`config.mk`:
```
export PLATFORM = sky130hd
export DESIGN_NAME = crc_checked_command_deframer
export DESIGN_NICKNAME = d
export VERILOG_FILES = /design/src/rtl/core/cccd_pkg.sv /design/src/rtl/core/cccd_front.sv /design/src/rtl/core/cccd_queue.sv /design/src/rtl/core/cccd_back.sv /design/src/rtl/core/crc_checked_command_deframer.sv
export SDC_FILE = /design/constraint.sdc
export NUM_CORES = 1
export LEC_CHECK = 0
export BUFFER_PORTS_ARGS = -buffer_cell sky130_fd_sc_hd__buf_2
export CORE_MARGIN = 5
export CORE_UTILIZATION = 35
export DETAILED_ROUTE_END_ITERATION = 10
export PLACE_DENSITY = 0.62
export SLEW_MARGIN = 30
export SYNTH_ARGS = -nofsm -noshare
export SYNTH_HDL_FRONTEND = slang
export SYNTH_SLANG_ARGS = --single-unit
```
`constraint.sdc`:
```
create_clock -name clock -period 4.4 [get_ports clock]
set_clock_uncertainty 0.1 [all_clocks]
set_input_delay 0.88 -clock clock [delete_from_list [all_inputs] [get_ports clock]]
set_output_delay 0.88 -clock clock [all_outputs]
set_load 0.01 [all_outputs]
```
`src/rtl/core/cccd_pkg.sv`:
```
// ----------------------------------------------------------------------------
// cccd_pkg
// Shared types, constants and the CRC-16 byte update for the command
// frame deframer.
// ----------------------------------------------------------------------------
package cccd_pkg;

   // Register file layout
   localparam int CSR_INDEX_W = 2;
   localparam int CSR_DATA_W  = 16;

   typedef enum logic [CSR_INDEX_W-1:0] {
      CSR_START_BYTE = 2'd0,
      CSR_END_BYTE   = 2'd1,
      CSR_MAX_LENGTH = 2'd2
   } csr_index_type;

   localparam logic [7:0]  START_BYTE_RESET = 8'hAA;
   localparam logic [7:0]  END_BYTE_RESET   = 8'h55;
   localparam logic [15:0] MAX_LENGTH_RESET = 16'd256;

   // CRC-16, init 0xFFFF, poly 0x1021, MSB first
   localparam logic [15:0] CRC_INIT = 16'hFFFF;
   localparam logic [15:0] CRC_POLY = 16'h1021;

   // Queue between parser and result stage
   localparam int QUEUE_DEPTH_DEFAULT = 4;

   typedef enum logic [3:0] {
      PH_IDLE  = 4'd0,
      PH_LEN_L = 4'd1,
      PH_LEN_H = 4'd2,
      PH_SEQ   = 4'd3,
      PH_CMD   = 4'd4,
      PH_DATA  = 4'd5,
      PH_CRC_L = 4'd6,
      PH_CRC_H = 4'd7,
      PH_END   = 4'd8
   } phase_type;

   typedef enum logic [1:0] {
      STATUS_OK      = 2'd0,
      STATUS_BAD_END = 2'd1,
      STATUS_BAD_CRC = 2'd2
   } status_type;

   typedef enum logic {
      KIND_PAYLOAD = 1'b0,
      KIND_VERDICT = 1'b1
   } kind_type;

   // One classified request handed from parser to result stage
   typedef struct packed {
      kind_type    kind;
      logic [7:0]  payload_byte;
      logic [7:0]  frame_seq;
      logic [7:0]  frame_cmd;
      logic [15:0] frame_length;
      logic        end_ok;
      logic        crc_ok;
   } entry_type;

   // Update the running CRC with one byte (eight shift steps)
   function automatic logic [15:0] crc_feed(logic [15:0] crc, logic [7:0] b);
      logic [15:0] c;
      c = crc ^ {b, 8'h00};
      for (int i = 0; i < 8; i++) begin
         c = c[15] ? ((c << 1) ^ CRC_POLY) : (c << 1);
      end
      return c;
   endfunction

endpackage

```
`src/rtl/core/cccd_front.sv`:
```
// ----------------------------------------------------------------------------
// cccd_front
// Frame parser: holds configuration, tracks the frame phase, runs the CRC
// and pushes one classified entry per payload byte or closing byte.
// ----------------------------------------------------------------------------
module cccd_front (
   input  logic                                clock,
   input  logic                                reset,
   input  logic                                req_valid,
   output logic                                req_ready,
   input  logic [7:0]                          req_rx_byte,
   input  logic                                csr_valid,
   output logic                                csr_ready,
   input  logic [cccd_pkg::CSR_INDEX_W-1:0]    csr_index,
   input  logic [cccd_pkg::CSR_DATA_W-1:0]     csr_data,
   input  logic                                queue_full,
   output logic                                push_valid,
   output cccd_pkg::entry_type                 push_entry
);

   logic [7:0]          start_byte_ff;
   logic [7:0]          end_byte_ff;
   logic [15:0]         max_length_ff;

   cccd_pkg::phase_type phase_ff, phase_in;
   logic [15:0]         length_ff, length_in;
   logic [7:0]          seq_ff, seq_in;
   logic [7:0]          cmd_ff, cmd_in;
   logic [15:0]         count_ff, count_in;
   logic [15:0]         rx_crc_ff, rx_crc_in;
   logic [15:0]         crc_ff, crc_in;

   logic                accept;
   logic [15:0]         crc_next;
   logic [15:0]         length_full;
   logic [15:0]         count_inc;

   assign req_ready   = !queue_full;
   assign csr_ready   = 1'b1;
   assign accept      = req_valid && req_ready;
   assign crc_next    = cccd_pkg::crc_feed(crc_ff, req_rx_byte);
   assign length_full = {req_rx_byte, length_ff[7:0]};
   assign count_inc   = count_ff + 16'd1;

   // Write configuration registers; ignore unknown indexes
   always_ff @(posedge clock) begin
      if (reset) begin
         start_byte_ff <= cccd_pkg::START_BYTE_RESET;
         end_byte_ff   <= cccd_pkg::END_BYTE_RESET;
         max_length_ff <= cccd_pkg::MAX_LENGTH_RESET;
      end else if (csr_valid && csr_ready) begin
         case (csr_index)
            cccd_pkg::CSR_START_BYTE: start_byte_ff <= csr_data[7:0];
            cccd_pkg::CSR_END_BYTE:   end_byte_ff   <= csr_data[7:0];
            cccd_pkg::CSR_MAX_LENGTH: max_length_ff <= csr_data;
            default: ;
         endcase
      end
   end

   // Next phase
   always_comb begin
      phase_in = phase_ff;
      if (accept) begin
         unique case (phase_ff)
            cccd_pkg::PH_LEN_L: phase_in = cccd_pkg::PH_LEN_H;
            cccd_pkg::PH_LEN_H: phase_in = (length_full > max_length_ff) ?
                                           cccd_pkg::PH_IDLE : cccd_pkg::PH_SEQ;
            cccd_pkg::PH_SEQ:   phase_in = cccd_pkg::PH_CMD;
            cccd_pkg::PH_CMD:   phase_in = (length_ff != 16'd0) ?
                                           cccd_pkg::PH_DATA : cccd_pkg::PH_CRC_L;
            cccd_pkg::PH_DATA:  phase_in = (count_inc >= length_ff) ?
                                           cccd_pkg::PH_CRC_L : cccd_pkg::PH_DATA;
            cccd_pkg::PH_CRC_L: phase_in = cccd_pkg::PH_CRC_H;
            cccd_pkg::PH_CRC_H: phase_in = cccd_pkg::PH_END;
            cccd_pkg::PH_END:   phase_in = cccd_pkg::PH_IDLE;
            default:            phase_in = (req_rx_byte == start_byte_ff) ?
                                           cccd_pkg::PH_LEN_L : cccd_pkg::PH_IDLE;
         endcase
      end
   end

   // Datapath updates and queue push per phase
   always_comb begin
      length_in  = length_ff;
      seq_in     = seq_ff;
      cmd_in     = cmd_ff;
      count_in   = count_ff;
      rx_crc_in  = rx_crc_ff;
      crc_in     = crc_ff;
      push_valid = 1'b0;
      push_entry.kind         = cccd_pkg::KIND_PAYLOAD;
      push_entry.payload_byte = 8'h00;
      push_entry.frame_seq    = seq_ff;
      push_entry.frame_cmd    = cmd_ff;
      push_entry.frame_length = length_ff;
      push_entry.end_ok       = (req_rx_byte == end_byte_ff);
      push_entry.crc_ok       = (crc_ff == rx_crc_ff);
      if (accept) begin
         unique case (phase_ff)
            cccd_pkg::PH_LEN_L: begin
               length_in = {8'h00, req_rx_byte};
               crc_in    = crc_next;
            end
            cccd_pkg::PH_LEN_H: begin
               length_in = length_full;
               crc_in    = crc_next;
            end
            cccd_pkg::PH_SEQ: begin
               seq_in = req_rx_byte;
               crc_in = crc_next;
            end
            cccd_pkg::PH_CMD: begin
               cmd_in   = req_rx_byte;
               crc_in   = crc_next;
               count_in = 16'd0;
            end
            cccd_pkg::PH_DATA: begin
               crc_in     = crc_next;
               count_in   = count_inc;
               push_valid = 1'b1;
               push_entry.payload_byte = req_rx_byte;
            end
            cccd_pkg::PH_CRC_L: begin
               rx_crc_in = {8'h00, req_rx_byte};
            end
            cccd_pkg::PH_CRC_H: begin
               rx_crc_in = {req_rx_byte, rx_crc_ff[7:0]};
            end
            cccd_pkg::PH_END: begin
               push_valid      = 1'b1;
               push_entry.kind = cccd_pkg::KIND_VERDICT;
            end
            default: begin
               if (req_rx_byte == start_byte_ff) begin
                  crc_in = cccd_pkg::CRC_INIT;
               end
            end
         endcase
      end
   end

   // Hold parser state
   always_ff @(posedge clock) begin
      if (reset) begin
         phase_ff  <= cccd_pkg::PH_IDLE;
         length_ff <= 16'd0;
         seq_ff    <= 8'd0;
         cmd_ff    <= 8'd0;
         count_ff  <= 16'd0;
         rx_crc_ff <= 16'd0;
         crc_ff    <= cccd_pkg::CRC_INIT;
      end else begin
         phase_ff  <= phase_in;
         length_ff <= length_in;
         seq_ff    <= seq_in;
         cmd_ff    <= cmd_in;
         count_ff  <= count_in;
         rx_crc_ff <= rx_crc_in;
         crc_ff    <= crc_in;
      end
   end

endmodule

```
`src/rtl/core/cccd_queue.sv`:
```
// ----------------------------------------------------------------------------
// cccd_queue
// Small FIFO of classified entries between the parser and the result stage.
// ----------------------------------------------------------------------------
module cccd_queue #(
   parameter int DEPTH = cccd_pkg::QUEUE_DEPTH_DEFAULT
) (
   input  logic                clock,
   input  logic                reset,
   input  logic                push_valid,
   input  cccd_pkg::entry_type push_entry,
   output logic                full,
   output logic                pop_valid,
   input  logic                pop_ready,
   output cccd_pkg::entry_type pop_entry
);

   localparam int PW = (DEPTH > 1) ? $clog2(DEPTH) : 1;
   localparam int CW = $clog2(DEPTH + 1);

   cccd_pkg::entry_type mem_ff [DEPTH];
   logic [PW-1:0]       wr_ptr_ff, wr_ptr_in;
   logic [PW-1:0]       rd_ptr_ff, rd_ptr_in;
   logic [CW-1:0]       count_ff, count_in;
   logic                do_push;
   logic                do_pop;

   assign full      = (count_ff == CW'(DEPTH));
   assign pop_valid = (count_ff != '0);
   assign pop_entry = mem_ff[rd_ptr_ff];
   assign do_push   = push_valid && !full;
   assign do_pop    = pop_valid && pop_ready;

   // Advance pointers with wrap and track fill level
   always_comb begin
      wr_ptr_in = wr_ptr_ff;
      rd_ptr_in = rd_ptr_ff;
      count_in  = count_ff;
      if (do_push) begin
         wr_ptr_in = (wr_ptr_ff == PW'(DEPTH - 1)) ? '0 : wr_ptr_ff + PW'(1);
      end
      if (do_pop) begin
         rd_ptr_in = (rd_ptr_ff == PW'(DEPTH - 1)) ? '0 : rd_ptr_ff + PW'(1);
      end
      if (do_push && !do_pop) begin
         count_in = count_ff + CW'(1);
      end else if (do_pop && !do_push) begin
         count_in = count_ff - CW'(1);
      end
   end

   always_ff @(posedge clock) begin
      if (reset) begin
         wr_ptr_ff <= '0;
         rd_ptr_ff <= '0;
         count_ff  <= '0;
      end else begin
         wr_ptr_ff <= wr_ptr_in;
         rd_ptr_ff <= rd_ptr_in;
         count_ff  <= count_in;
      end
   end

   // Store entry
   always_ff @(posedge clock) begin
      if (do_push) begin
         mem_ff[wr_ptr_ff] <= push_entry;
      end
   end

endmodule

```
`src/rtl/core/cccd_back.sv`:
```
// ----------------------------------------------------------------------------
// cccd_back
// Result stage: forms the verdict status from the queued checks and holds
// each result in an output register until it is taken.
// ----------------------------------------------------------------------------
module cccd_back (
   input  logic                clock,
   input  logic                reset,
   input  logic                pop_valid,
   output logic                pop_ready,
   input  cccd_pkg::entry_type pop_entry,
   output logic                rsp_valid,
   input  logic                rsp_ready,
   output logic                rsp_kind,
   output logic [7:0]          rsp_payload_byte,
   output logic [7:0]          rsp_frame_seq,
   output logic [7:0]          rsp_frame_cmd,
   output logic [15:0]         rsp_frame_length,
   output logic [1:0]          rsp_status
);

   logic                 valid_ff;
   logic                 kind_ff;
   logic [7:0]           payload_ff;
   logic [7:0]           seq_ff;
   logic [7:0]           cmd_ff;
   logic [15:0]          length_ff;
   cccd_pkg::status_type status_ff, status_in;
   logic                 load;

   assign pop_ready = !valid_ff || rsp_ready;
   assign load      = pop_valid && pop_ready;

   // End byte check wins over the CRC check
   always_comb begin
      if (pop_entry.kind == cccd_pkg::KIND_PAYLOAD) begin
         status_in = cccd_pkg::STATUS_OK;
      end else if (!pop_entry.end_ok) begin
         status_in = cccd_pkg::STATUS_BAD_END;
      end else if (!pop_entry.crc_ok) begin
         status_in = cccd_pkg::STATUS_BAD_CRC;
      end else begin
         status_in = cccd_pkg::STATUS_OK;
      end
   end

   always_ff @(posedge clock) begin
      if (reset) begin
         valid_ff <= 1'b0;
      end else if (pop_ready) begin
         valid_ff <= pop_valid;
      end
   end

   // Load output register
   always_ff @(posedge clock) begin
      if (load) begin
         kind_ff    <= pop_entry.kind;
         payload_ff <= pop_entry.payload_byte;
         seq_ff     <= pop_entry.frame_seq;
         cmd_ff     <= pop_entry.frame_cmd;
         length_ff  <= pop_entry.frame_length;
         status_ff  <= status_in;
      end
   end

   assign rsp_valid        = valid_ff;
   assign rsp_kind         = kind_ff;
   assign rsp_payload_byte = payload_ff;
   assign rsp_frame_seq    = seq_ff;
   assign rsp_frame_cmd    = cmd_ff;
   assign rsp_frame_length = length_ff;
   assign rsp_status       = status_ff;

endmodule

```
`src/rtl/core/crc_checked_command_deframer.sv`:
```
// ----------------------------------------------------------------------------
// crc_checked_command_deframer
// Byte-wide command frame deframer with CRC-16 check and payload pass-out.
// ----------------------------------------------------------------------------
// Takes one received byte per cycle while req_ready is high. The parser
// updates its phase and the CRC-16 (one unrolled byte step) in the cycle
// the request is accepted and pushes every payload byte or closing byte
// into a QUEUE_DEPTH-entry queue at that same edge. The output register
// loads the entry from the queue and holds it until it is taken. Requests
// keep flowing while a result is not taken; req_ready drops only while the
// queue is full. Configuration writes are taken every cycle and should be
// made between frames.
module crc_checked_command_deframer #(
   parameter int QUEUE_DEPTH = cccd_pkg::QUEUE_DEPTH_DEFAULT
) (
   input  logic                             clock,
   input  logic                             reset,
   input  logic                             req_valid,
   output logic                             req_ready,
   input  logic [7:0]                       req_rx_byte,
   output logic                             rsp_valid,
   input  logic                             rsp_ready,
   output logic                             rsp_kind,
   output logic [7:0]                       rsp_payload_byte,
   output logic [7:0]                       rsp_frame_seq,
   output logic [7:0]                       rsp_frame_cmd,
   output logic [15:0]                      rsp_frame_length,
   output logic [1:0]                       rsp_status,
   input  logic                             csr_valid,
   output logic                             csr_ready,
   input  logic [cccd_pkg::CSR_INDEX_W-1:0] csr_index,
   input  logic [cccd_pkg::CSR_DATA_W-1:0]  csr_data
);

   logic                queue_full;
   logic                push_valid;
   cccd_pkg::entry_type push_entry;
   logic                pop_valid;
   logic                pop_ready;
   cccd_pkg::entry_type pop_entry;

   cccd_front u_front (
      .clock       (clock),
      .reset       (reset),
      .req_valid   (req_valid),
      .req_ready   (req_ready),
      .req_rx_byte (req_rx_byte),
      .csr_valid   (csr_valid),
      .csr_ready   (csr_ready),
      .csr_index   (csr_index),
      .csr_data    (csr_data),
      .queue_full  (queue_full),
      .push_valid  (push_valid),
      .push_entry  (push_entry)
   );

   cccd_queue #(
      .DEPTH (QUEUE_DEPTH)
   ) u_queue (
      .clock      (clock),
      .reset      (reset),
      .push_valid (push_valid),
      .push_entry (push_entry),
      .full       (queue_full),
      .pop_valid  (pop_valid),
      .pop_ready  (pop_ready),
      .pop_entry  (pop_entry)
   );

   cccd_back u_back (
      .clock            (clock),
      .reset            (reset),
      .pop_valid        (pop_valid),
      .pop_ready        (pop_ready),
      .pop_entry        (pop_entry),
      .rsp_valid        (rsp_valid),
      .rsp_ready        (rsp_ready),
      .rsp_kind         (rsp_kind),
      .rsp_payload_byte (rsp_payload_byte),
      .rsp_frame_seq    (rsp_frame_seq),
      .rsp_frame_cmd    (rsp_frame_cmd),
      .rsp_frame_length (rsp_frame_length),
      .rsp_status       (rsp_status)
   );

endmodule

```
# ---- Word level (Yosys, flattened, before mapping)
# Memory sizes are Yosys's and may differ from the RTL's. A register that Yosys moved wholly into a read port is not among the register bits.
# Index checks and enable logic that the tools add are counted.
dict set report classes {
  n_lt_le_gt_ge 2
  n_reduce_logical 33
  add_sub_neg 5
  mux 33
  n_eq_ne 16
  bitwise 12
}
# op n
set op_table {}
lappend op_table {{16-bit case mux with 2 select lines} 4}
lappend op_table {{13-bit two-way mux} 8}
lappend op_table {{4-bit case mux with 8 select lines} 1}
lappend op_table {{3-bit NOT} 8}
lappend op_table {{2-bit AND reduction} 9}
lappend op_table {{16-bit by 1-bit adder with 16-bit output, second input constant} 1}
lappend op_table {{16-bit == test} 1}
lappend op_table {{4-bit by 3-bit == test with 1-bit output, second input constant} 4}
lappend op_table {{8-bit == test} 2}
lappend op_table {{16-bit greater-or-equal comparator} 1}
lappend op_table {{16-bit > comparator} 1}
lappend op_table {{16-bit two-way mux} 1}
lappend op_table {{2-bit two-way mux} 8}
lappend op_table {{16-bit nonzero test} 1}
lappend op_table {{16-bit XOR} 1}
lappend op_table {{2-bit nonzero test} 5}
lappend op_table {{9-bit two-way mux} 1}
lappend op_table {{3-bit AND reduction} 3}
lappend op_table {{4-bit by 2-bit == test with 1-bit output, second input constant} 2}
lappend op_table {{8-bit two-way mux} 1}
lappend op_table {{1-bit two-way mux} 7}
lappend op_table {{2-bit == test, second input constant} 3}
lappend op_table {{3-bit two-way mux} 2}
lappend op_table {{1-bit logical AND} 5}
lappend op_table {{15 further kinds} 21}
dict set report word_totals {
  ff_bits 167
  inputBits 31
  word_cells 125
  ramBits 172
  n_memories 1
}
# memory depth word_bits rd rd_clocked_by_memory_dff wr line
set memory_table {}
lappend memory_table {u_queue.mem_ff 4 43 1 1 1 cccd_queue.sv:21} ;# cccd_pkg::entry_type mem_ff [DEPTH];

# ---- Depth between registers and ports, before layout
# Gate-level depths: netlist (run 1).
dict set report depth {
  depth_word 18
  depth_mapped 11
  depth_no_buf 11
}

# ---- Hierarchy
# A second synthesis (run 1) with hierarchy kept.
dict set report hier_totals {
  hier_cells 1078
  hier_area_um2 14335.0
}
# module area_each_um2 seq_area_each_um2 n_inst cells_each
set modules_own_cells {}
lappend modules_own_cells {cccd_queue 6705.2 5345.1 1 275}
lappend modules_own_cells {cccd_front 6269.8 2322.2 1 752}
lappend modules_own_cells {cccd_back 1360.1 1311.3 1 51}

# ---- Least setup slack after synthesis (run 1)
# Ideal clock, no wire load.
dict set report synth_path {
  kind {input port to flip-flop}
  start {in rsp_ready}
  end {reg u_queue.count_ff[2]}
  t_arrival_ns 4.419
  setup_time_ns 0.070
  required_time_ns 4.230
  setup_slack_ns -0.190
  n_path_buf 0
  stages 9
  cell_sequence {inv_1 a21oi_1 inv_1 ha_1 inv_1 fa_1 xor2_1 or3_1 a21oi_1}
}
dict set report synth_between {
  elab_chain_len 5
}
# element line
set synth_rtl {}
lappend synth_rtl {{from (decl)} crc_checked_command_deframer.sv:22} ;# input logic rsp_ready,
lappend synth_rtl {{1-bit logical OR *} cccd_back.sv:31} ;# assign pop_ready = !valid_ff || rsp_ready;
lappend synth_rtl {{1-bit logical AND *} --}
lappend synth_rtl {{net u_back.load} cccd_back.sv:29} ;# logic load;
lappend synth_rtl {{1-bit logical NOT} cccd_queue.sv:45} ;# if (do_push && !do_pop) begin
lappend synth_rtl {{1-bit logical AND} cccd_queue.sv:45}
lappend synth_rtl {{3-bit two-way mux or 2-bit nonzero test (tied branches)} --}
lappend synth_rtl {{to (signal assigned)} cccd_queue.sv:60} ;# count_ff <= count_in;
lappend synth_rtl {{to (decl)} cccd_queue.sv:24} ;# logic [CW-1:0] count_ff, count_in;
# The timed path passes the listed nets; every way through them passes the cells marked *.
# A chain may end at the register's enable or synchronous reset.

# ---- Worst setup path in the final report (run 1)
dict set report layout_path {
  start {reg u_front.phase_ff[0]}
  end {reg u_front.count_ff[6]}
}
dict set report layout_between {
  elab_chain_len 3
}
# element line
set layout_rtl {}
lappend layout_rtl {{from (decl)} cccd_front.sv:25} ;# cccd_pkg::phase_type phase_ff, phase_in;
lappend layout_rtl {{from (signal assigned)} cccd_front.sv:146} ;# phase_ff <= cccd_pkg::PH_IDLE;
lappend layout_rtl {{from (signal assigned)} cccd_front.sv:154} ;# phase_ff <= phase_in;
lappend layout_rtl {{4-bit by 3-bit == test with 1-bit output} cccd_front.sv:100} ;# unique case (phase_ff)
lappend layout_rtl {{2-bit nonzero test (no source line)} --}
lappend layout_rtl {{2-bit AND reduction (no source line)} --}
lappend layout_rtl {{to (signal assigned)} cccd_front.sv:158} ;# count_ff <= count_in;
lappend layout_rtl {{to (decl)} cccd_front.sv:29} ;# logic [15:0] count_ff, count_in;
# Parallel ways exist; a longest one is shown, timed or not.

==> results of run 1 <==
[synth_stat cells, drive strengths merged (10+ instances only)]
master and instances:
nand2 84, dfxtp 126, and3 13, nor2 75
mux2i 27, clkbuf 33, mux4 43, a21oi 84
xor2 25, inv 45, nand4 14, edfxtp 215
xnor2 46, nor3 10, buf 24, ha 39
o21ai 34, nand3 27
[path summary, 6_finish.rpt]
kind                                                            start                                     to  slack (ns)  depth (start not counted)
worst min register to register  u_front.max_length_ff[5]$_SDFFE_PP0P_  u_front.max_length_ff[5]$_SDFFE_PP0P_        0.36                          2
worst min-delay path            u_front.max_length_ff[5]$_SDFFE_PP0P_  u_front.max_length_ff[5]$_SDFFE_PP0P_        0.36                          2
worst max-delay path                 u_front.phase_ff[0]$_SDFFE_PP0P_       u_front.count_ff[6]$_SDFFE_PP0P_        1.32                          5
worst max register to register       u_front.phase_ff[0]$_SDFFE_PP0P_       u_front.count_ff[6]$_SDFFE_PP0P_        1.32                          5
[worst reg2reg max path, stage by stage, from the launching register on]
cell and delay, ns:
dfxtp_1 0.69, buf_4 0.40, and4bb_1 0.53, nand3_1 0.54, or4_1 0.58, a21oi_1 0.16
[routing by layer]
layer | part of all wire | global-route usage | vias up
met5 | 0.00063 | 0 | -
li1 | - | - | 4127
met1 | 0.45 | 0.1962 | 4280
met2 | 0.47 | 0.2279 | 182
met4 | 0.022 | 0.04154 | 2
met3 | 0.053 | 0.02890 | 49
[registers in the layout (all words and copies together), names as in the netlist, 16 cells and up, named ones only]
signal,flops
u_front.rx_crc_ff,16
u_front.max_length_ff,16
u_queue.mem_ff,172
u_back.rsp_frame_length,16
u_front.length_ff,16
u_front.crc_ff,16
u_front.count_ff,16
[per-stage QoR]
step	setup WS (ns)	utilization	cells	power, W
2_1_floorplan	0.8775	-	1080	0.004516
3_3_place_gp	1.139	0.3743	1645	0.004910
3_5_place_dp	1.116	0.3743	1645	0.004919
4_1_cts	1.313	0.4017	1709	0.007798
5_1_grt	0.9941	0.4019	1709	0.008027
6_report	1.320	0.4019	1709	0.007662
[power breakdown]
group | total, W | switching, W | internal, W
Combinational | 0.000976 | 0.000532 | 0.000443
Sequential | 0.00383 | 0.000163 | 0.00367
Clock | 0.00286 | 0.00122 | 0.00164
Total | 0.00766 | 0.00192 | 0.00575
[cells in the final DEF (no fill, tap or decap), types with 27 or more instances in the layout]
cell,Yosys,final
dfxtp_1,126,124
o21ai_0,34,34
inv_1,44,44
a21oi_1,84,83
mux2i_1,27,27
clkbuf_16,0,37
mux4_2,43,43
nand2_1,84,84
xnor2_1,46,46
edfxtp_1,215,215
ha_1,39,39
nand3_1,27,27
buf_2,13,74
nor2_1,75,75
[cells by family after synthesis]
kind of cell,Yosys count,synth area share
DFF,341,0.6300
and+or+nand+nor,280,0.09877
AOI/OAI and AO/OA,175,0.07568
buffers and inverters,102,0.02906
xor gates and xnor gates,71,0.04364
muxes,70,0.08692
adders and majority gates,40,0.03565
other,1,0.0002631
[layout make-up]
type,instances,share of cell area
repair buffers,90,0.03009
inverters,45,0.01036
multi-input cells,637,0.2995
clock buffers,46,0.05957
clock inverters,18,0.008598
flip-flops and latches,341,0.5511
well taps,532,0.04084
==> results.cfg, run 1 <==
[run_status]
status = completed

[setup_path]
crit_type = reg -> reg
path_buf_inv = 1
path_cells = buf_4 > and4bb_1 > nand3_1 > or4_1 > a21oi_1
startpoint_type = register
cp-end-kind = register
crit_required_ns = 4.74
cp_max_fo = 27
max_stage_delay_ns = 0.69
arrival_ns = 3.42
cp_slowest_cell = dfxtp_1
critPathTopFamily = simple AND/OR/NAND/NOR gates

[die]
coreArea_sq_mm = 0.04055
fp.dieW_um = 211.8
rows = 74
io_pins = 77
floorplan.die_area_sq_mm = 0.04485
start_util = 0.3514
die_height_um = 211.8

[cts]
ctsResizeCount = 0
clockRootBuffer = clkbuf_16
cts_setup_buffers = 0
clock_latency_ns = 0.53
cts_buffer_depth = 3
cts_tree = yes
cts_buffers = 36
path_clk_slew_ns = 0.06
clock_sinks = 341
htree_levels = 2
hold_buffers = 0

[sta]
tns_ns = 0
rsz0062_at_grt = no
period_needed_ns = 3.080
maxSlewViolCount = 0
worst_slew_pin_slew_ns = 0.9181
max_clock_freq_ghz = 0.3247
slew_headroom = 0.3879
setup_viol = 0
fin_hold_ws_ns = 0.3551
period_share = 0.7000
hold_viol_final = 0

[route]
num_vias = 8640
route.detailed.drc = 0
wl_um = 31690
detail_route.wl_per_cell_um = 18.54
postRouteAntennaNets = 0
first_pass_iters = 7
drt-initial-drc-count = 702
viasPerCell = 5.056

[yosys]
synth.top_cells.by_area = edfxtp_1 45%, dfxtp_1 18%, mux4_2 6.8%
synth_cell_type_count = 60
synth_fp_nets = 1151
synth_edf_count = 215
ys_ff_latch = 341
synth.largest_area_cell = edfxtp_1
yosysSeqAreaShare = 0.6300
synth_top_area_share = 0.4530
synth.avg_cell_area_sq_um = 13.20
synthFlopType = edfxtp_1
synthCells = 1080
synthArstFlopShare = 0
synth_warnings = 0
syn_area_sq_mm = 0.01425

[global_routing]
antenna_found_initial = 1
grt_pass1_vias = 8640
grt_max_degree = 77
track_usage = 0.1419
grt_overflow = 0
grt_pass1_wl_um = 50000

[place]
gp_congestion = 0.7986
placed_area_sq_mm = 0.01518
place_hpwl_um = 20710
port_buffers = 75

[run]
cap_violations = 0

[hold_path]
hold_path_class = reg -> reg

[layout]
nets = 1222
multi_input_area_sq_mm = 0.004881
drive_gt1_frac = 0.1750
diodes = 0
fin_area_sq_mm = 0.01630
fillers = 3810
area_growth_syn_to_layout_pct = 14.36
seqCellArea_sq_mm = 0.008981

[pwr]
ir_worst_vdd_mv = 0.2321
power.density_mw_per_mm2 = 470.1
p_leak_nw = 5.576
Note: power is estimated with default switching activity, not from simulation.
==> inputs of run 2 (changes only) <==
--- a/config.mk
+++ b/config.mk
@@ -9,7 +9,7 @@
 export CORE_MARGIN = 5
 export CORE_UTILIZATION = 35
 export DETAILED_ROUTE_END_ITERATION = 10
-export PLACE_DENSITY = 0.62
+export PLACE_DENSITY = 0.61
 export SLEW_MARGIN = 30
 export SYNTH_ARGS = -nofsm -noshare
 export SYNTH_HDL_FRONTEND = slang
==> constraint.sdc (replaced) <==
create_clock -name clock -period 3.2 [get_ports clock]
set_clock_uncertainty 0.1 [all_clocks]
set_input_delay 0.64 -clock clock [delete_from_list [all_inputs] [get_ports clock]]
set_output_delay 0.64 -clock clock [all_outputs]
set_load 0.01 [all_outputs]
==> run 2 against run 1 <==
  * Utilization is 0.69 points higher
  * Global-route usage is 0.13 points lower
  * Sequential power is 36% higher
  * Worst hold slack worse by 0.13 ns
  * Critical path depth is 6 higher
  * First-iteration DRC count is 20% lower
  * Non-clock buffer count is 22 higher
  * Final area is 1.7% higher
  * Combinational power is 45% higher
  * Critical path type unchanged
  * Critical endpoint is now u_front.phase_ff[0]$_SDFFE_PP0P_
==> results.cfg, run 2 (same netlist as run 1, synthesis figures left out) <==
[run_status]
status = completed

[die]
rows = 74
floorplan.die_area_sq_mm = 0.04485
coreArea_sq_mm = 0.04055
fp.dieW_um = 211.8
die_height_um = 211.8
start_util = 0.3514
io_pins = 77

[sta]
max_clock_freq_ghz = 0.3539
worst_slew_pin_slew_ns = 0.8660
hold_viol_final = 0
setup_viol = 0
slew_headroom = 0.4214
tns_ns = 0
maxSlewViolCount = 0
period_share = 0.8830
period_needed_ns = 2.826
fin_hold_ws_ns = 0.2301
rsz0062_at_grt = no

[route]
drt-initial-drc-count = 562
postRouteAntennaNets = 0
first_pass_iters = 5
wl_um = 31680
num_vias = 8733
viasPerCell = 5.048
route.detailed.drc = 0
detail_route.wl_per_cell_um = 18.31

[setup_path]
cp_max_fo = 6
cp-end-kind = register
arrival_ns = 3.17
crit_type = reg -> reg
crit_required_ns = 3.54
startpoint_type = register

[cts]
cts_tree = yes
cts_setup_buffers = 0
htree_levels = 2
clockRootBuffer = clkbuf_16
clock_latency_ns = 0.52
ctsResizeCount = 0
hold_buffers = 0
path_clk_slew_ns = 0.06
clock_sinks = 341
cts_buffer_depth = 3
cts_buffers = 35

[hold_path]
hold_path_class = in -> reg

[global_routing]
antenna_found_initial = 1
grt_pass1_wl_um = 49850
grt_overflow = 0
track_usage = 0.1405
grt_pass1_vias = 8686
grt_max_degree = 83

[layout]
largest_register = u_queue.mem_ff
final_common_cell = edfxtp_1
mostFrequentLayoutCells = 215 x edfxtp_1, 124 x dfxtp_1, 84 x nand2_1
area_growth_syn_to_layout_pct = 16.33
largest_reg_flops = 172
drive_gt1_frac = 0.1903
nets = 1243
diodes = 0

[pwr]
p_leak_nw = 5.721
ir_worst_vdd_mv = 0.3699
power.density_mw_per_mm2 = 642.3

[place]
port_buffers = 75
place_hpwl_um = 21010
gp_congestion = 0.8690

[run]
cap_violations = 0
-- run 2: cell count changes in the layout (fill, tap and decap cells not counted), moves of 2 or more --
cell | before | now
buf_12 | 0 | 7
buf_4 | 16 | 31
clkbuf_8 | 1 | 7
clkinv_2 | 8 | 6
-- run 2: layout make-up --
type,instances,area (sq um)
Sequential cell,341,8981
Tap cell,532,665.6
Inverter,45,168.9
Clock inverter,13,100.1
Fill cell,3759,23980
Clock buffer,50,1045
Multi-Input combinational cell,637,4875
Timing Repair Buffer,112,743.2
-- run 2: final timing paths --
check | startpoint | end | slack, ns | cells past startpoint
worst min register to register | u_front.max_length_ff[13]$_SDFFE_PP0P_ | u_front.max_length_ff[13]$_SDFFE_PP0P_ | 0.35 | 2
worst min-delay path | csr_data[8] | u_front.max_length_ff[8]$_SDFFE_PP1P_ | 0.23 | 2
worst max-delay path | u_front.count_ff[0]$_SDFFE_PP0P_ | u_front.phase_ff[0]$_SDFFE_PP0P_ | 0.37 | 11
worst max register to register | u_front.count_ff[0]$_SDFFE_PP0P_ | u_front.phase_ff[0]$_SDFFE_PP0P_ | 0.37 | 11
-- run 2: layer usage --
layer / vias up / share of wire / global-route usage
li1: 4165 / - / -
met1: 4340 / 0.46 / 0.1965
met2: 186 / 0.47 / 0.2277
met3: 40 / 0.051 / 0.02682
met4: 2 / 0.019 / 0.03487
met5: - / 0.00022 / 0
-- run 2: worst max-delay path, cell delays in order (launching register included) --
cell and delay, ns:
dfxtp_1 0.42, ha_1 0.29, nand2_1 0.15, nor3_2 0.36
nand2_1 0.14, xnor2_1 0.15, ha_1 0.19, a211oi_1 0.26
a2bb2oi_1 0.25, nand3_1 0.10, o21bai_1 0.17, a31oi_1 0.17
-- run 2: through the flow --
step                      cell area (sq um)  instances  utilization  total power, W  setup WS [ns]
after detailed placement              15430       1667       0.3806        0.006795         0.4259
after global placement                15430       1667       0.3806        0.006773         0.4870
final                                 16580       1730       0.4088         0.01065         0.3743
after global routing                  16580       1730       0.4088         0.01113        0.08387
after CTS                             16580       1730       0.4088         0.01081         0.3968
after floorplan                       14260       1080            -        0.006212         0.3195
-- run 2: power breakdown --
part           internal [W]  leakage, nW  switching, W
logic              0.000644         2.13      0.000780
registers           0.00504         3.02      0.000176
clock network       0.00236        0.567       0.00164
==> inputs of run 3 (changes only) <==
--- a/config.mk
+++ b/config.mk
@@ -6,10 +6,13 @@
 export NUM_CORES = 1
 export LEC_CHECK = 0
 export BUFFER_PORTS_ARGS = -buffer_cell sky130_fd_sc_hd__buf_2
+export CELL_PAD_IN_SITES_DETAIL_PLACEMENT = 0
+export CELL_PAD_IN_SITES_GLOBAL_PLACEMENT = 2
+export CORE_ASPECT_RATIO = 0.9
 export CORE_MARGIN = 5
 export CORE_UTILIZATION = 35
 export DETAILED_ROUTE_END_ITERATION = 10
-export PLACE_DENSITY = 0.61
+export PLACE_DENSITY = 0.76
 export SLEW_MARGIN = 30
 export SYNTH_ARGS = -nofsm -noshare
 export SYNTH_HDL_FRONTEND = slang
==> run 3 against run 2 <==
  * Sequential cell count unchanged
  * Total power increased by 2.5%
  * Maximum frequency decreased by 2.3%
  * Worst hold slack got worse by 0.021 ns
==> results.cfg, run 3 (same netlist as run 1, synthesis figures left out) <==
[place]
gp_congestion = 0.8441
place_hpwl_um = 22380
port_buffers = 75

[sta]
tns_ns = 0
max_clock_freq_ghz = 0.3459
rsz0062_at_grt = no
period_needed_ns = 2.891
slew_headroom = 0.4053
period_share = 0.9036
maxSlewViolCount = 0
worst_slew_pin_slew_ns = 0.8902
setup_viol = 0
fin_hold_ws_ns = 0.2086
hold_viol_final = 0

[layout]
largest_register = u_queue.mem_ff
mostFrequentLayoutCells = 215 x edfxtp_1, 124 x dfxtp_1, 84 x nand2_1
largest_reg_flops = 172
nets = 1253
drive_gt1_frac = 0.1998
final_common_cell = edfxtp_1
diodes = 0
area_growth_syn_to_layout_pct = 17.27

[route]
num_vias = 8743
wl_um = 33280
postRouteAntennaNets = 0
viasPerCell = 4.993
detail_route.wl_per_cell_um = 19.01
route.detailed.drc = 0
drt-initial-drc-count = 533
first_pass_iters = 5

[setup_path]
path_cells = nand3_1 > nor4_2 > buf_4 > and3_1 > xor2_1 > ha_1 > a21o_1 > a2bb2oi_1 > nand3_1 > o21bai_1 > a31oi_1
cp-end-kind = register
r2r_start = u_front.count_ff[2]$_SDFFE_PP0P_
crit_type = reg -> reg
r2r_end = u_front.phase_ff[0]$_SDFFE_PP0P_
arrival_ns = 3.26
cp_max_fo = 6
crit_top_cell = nand3_1
crit_required_ns = 3.57
startpoint_type = register
cp_slowest_cell = nor4_2
reg2reg_slack_ns = 0.31
r2r_cells = 11
max_stage_delay_ns = 0.43

[global_routing]
grt_overflow = 0
antenna_found_initial = 0
grt_pass1_vias = 8787
grt_pass1_wl_um = 52340
track_usage = 0.1469
grt_max_degree = 49

[hold_path]
hold_path_class = in -> reg
hold_start = csr_data[8]
hold_path_depth = 2
min_to = u_front.max_length_ff[8]$_SDFFE_PP1P_

[pwr]
ir_worst_vdd_mv = 0.3430
power.density_mw_per_mm2 = 652.9
p_leak_nw = 5.784

[cts]
cts_tree = yes
cts_buffers = 38
clock_sinks = 341
clockRootBuffer = clkbuf_16
clock_latency_ns = 0.54
htree_levels = 2
cts_buffer_depth = 3
path_clk_slew_ns = 0.06
cts_setup_buffers = 0

[die]
die_height_um = 201.4
coreArea_sq_mm = 0.04046
start_util = 0.3522
rows = 70
io_pins = 77
fp.dieW_um = 222.7
floorplan.die_area_sq_mm = 0.04486

[run]
cap_violations = 0

[run_status]
status = completed
==> run 3: changes by cell type in the layout (fill, tap and decap cells not counted), sizes merged <==
cell | before | now
buf | 112 | 119
clkinv | 10 | 17
clkbuf | 50 | 44
clkinvlp | 1 | 3
inv | 46 | 48
bufinv | 1 | 2
==> run 3: worst max path at each step <==
stage,startpoint,end,slack (ns),depth (start not counted)
2_1_floorplan,u_front.phase_ff[3]$_SDFFE_PP0P_,u_queue.mem_ff[3][0]$_DFFE_PP_,0.32,5
5_1_grt,u_front.count_ff[2]$_SDFFE_PP0P_,u_front.phase_ff[0]$_SDFFE_PP0P_,0.02,11
4_1_cts,u_front.count_ff[2]$_SDFFE_PP0P_,u_front.phase_ff[1]$_SDFFE_PP0P_,0.29,11
3_3_place_gp,u_front.count_ff[2]$_SDFFE_PP0P_,u_front.phase_ff[0]$_SDFFE_PP0P_,0.32,11
6_report,u_front.count_ff[2]$_SDFFE_PP0P_,u_front.phase_ff[0]$_SDFFE_PP0P_,0.31,11
3_5_place_dp,u_front.count_ff[2]$_SDFFE_PP0P_,u_front.phase_ff[1]$_SDFFE_PP0P_,0.32,11
==> run 3: repair_timing <==
item / in CTS / in global routing
hold buffers: 0 / 0
endpoints found under the setup margin: 0 / 2
hold endpoints to repair: 0 / 0
resized for setup: 0 / 1
==> run 3: area by class of cell <==
class,instances,area (sq um)
clock inverter,25,231.5
timing repair buffer,119,783.3
clock buffer,44,983.4
sequential,341,8981
fill,3760,23750
multi-input combinational,637,4888
tap,540,675.6
inverter,45,168.9
==> run 3: power by group <==
group	switching (W)	internal [W]	total, W
Clock	0.00181	0.00241	0.00422
Combinational	0.000843	0.000657	0.00150
Sequential	0.000152	0.00504	0.00519
==> run 3: routing by layer <==
metal	global-route usage	share of wire	up-vias
li1	-	-	4202
met1	0.2162	0.49	4308
met2	0.2275	0.45	189
met3	0.02684	0.048	44
met4	0.03457	0.017	0
met5	0	0	-
==> run 3: stage by stage <==
step | power, W | util | setup WS [ns] | instances | area (sq um)
detailed placement | 0.006844 | 0.3828 | 0.3225 | 1682 | 15490
CTS | 0.01107 | 0.4128 | 0.2901 | 1751 | 16700
global route | 0.01139 | 0.4130 | 0.02315 | 1751 | 16710
finish | 0.01091 | 0.4130 | 0.3086 | 1751 | 16710
floorplan | 0.006212 | - | 0.3195 | 1080 | 14260
global placement | 0.006831 | 0.3828 | 0.3214 | 1682 | 15490
==> run 3: worst max-delay path, delay by kind of cell, from the launching register on <==
kind / cells / cell delay (ns)
DFF: 1 / 0.41
buffers and inverters: 1 / 0.21
and+or+nand+nor: 4 / 0.98
AOI/OAI and AO/OA: 4 / 0.70
adders and majority gates: 1 / 0.26
xor gates and xnor gates: 1 / 0.16
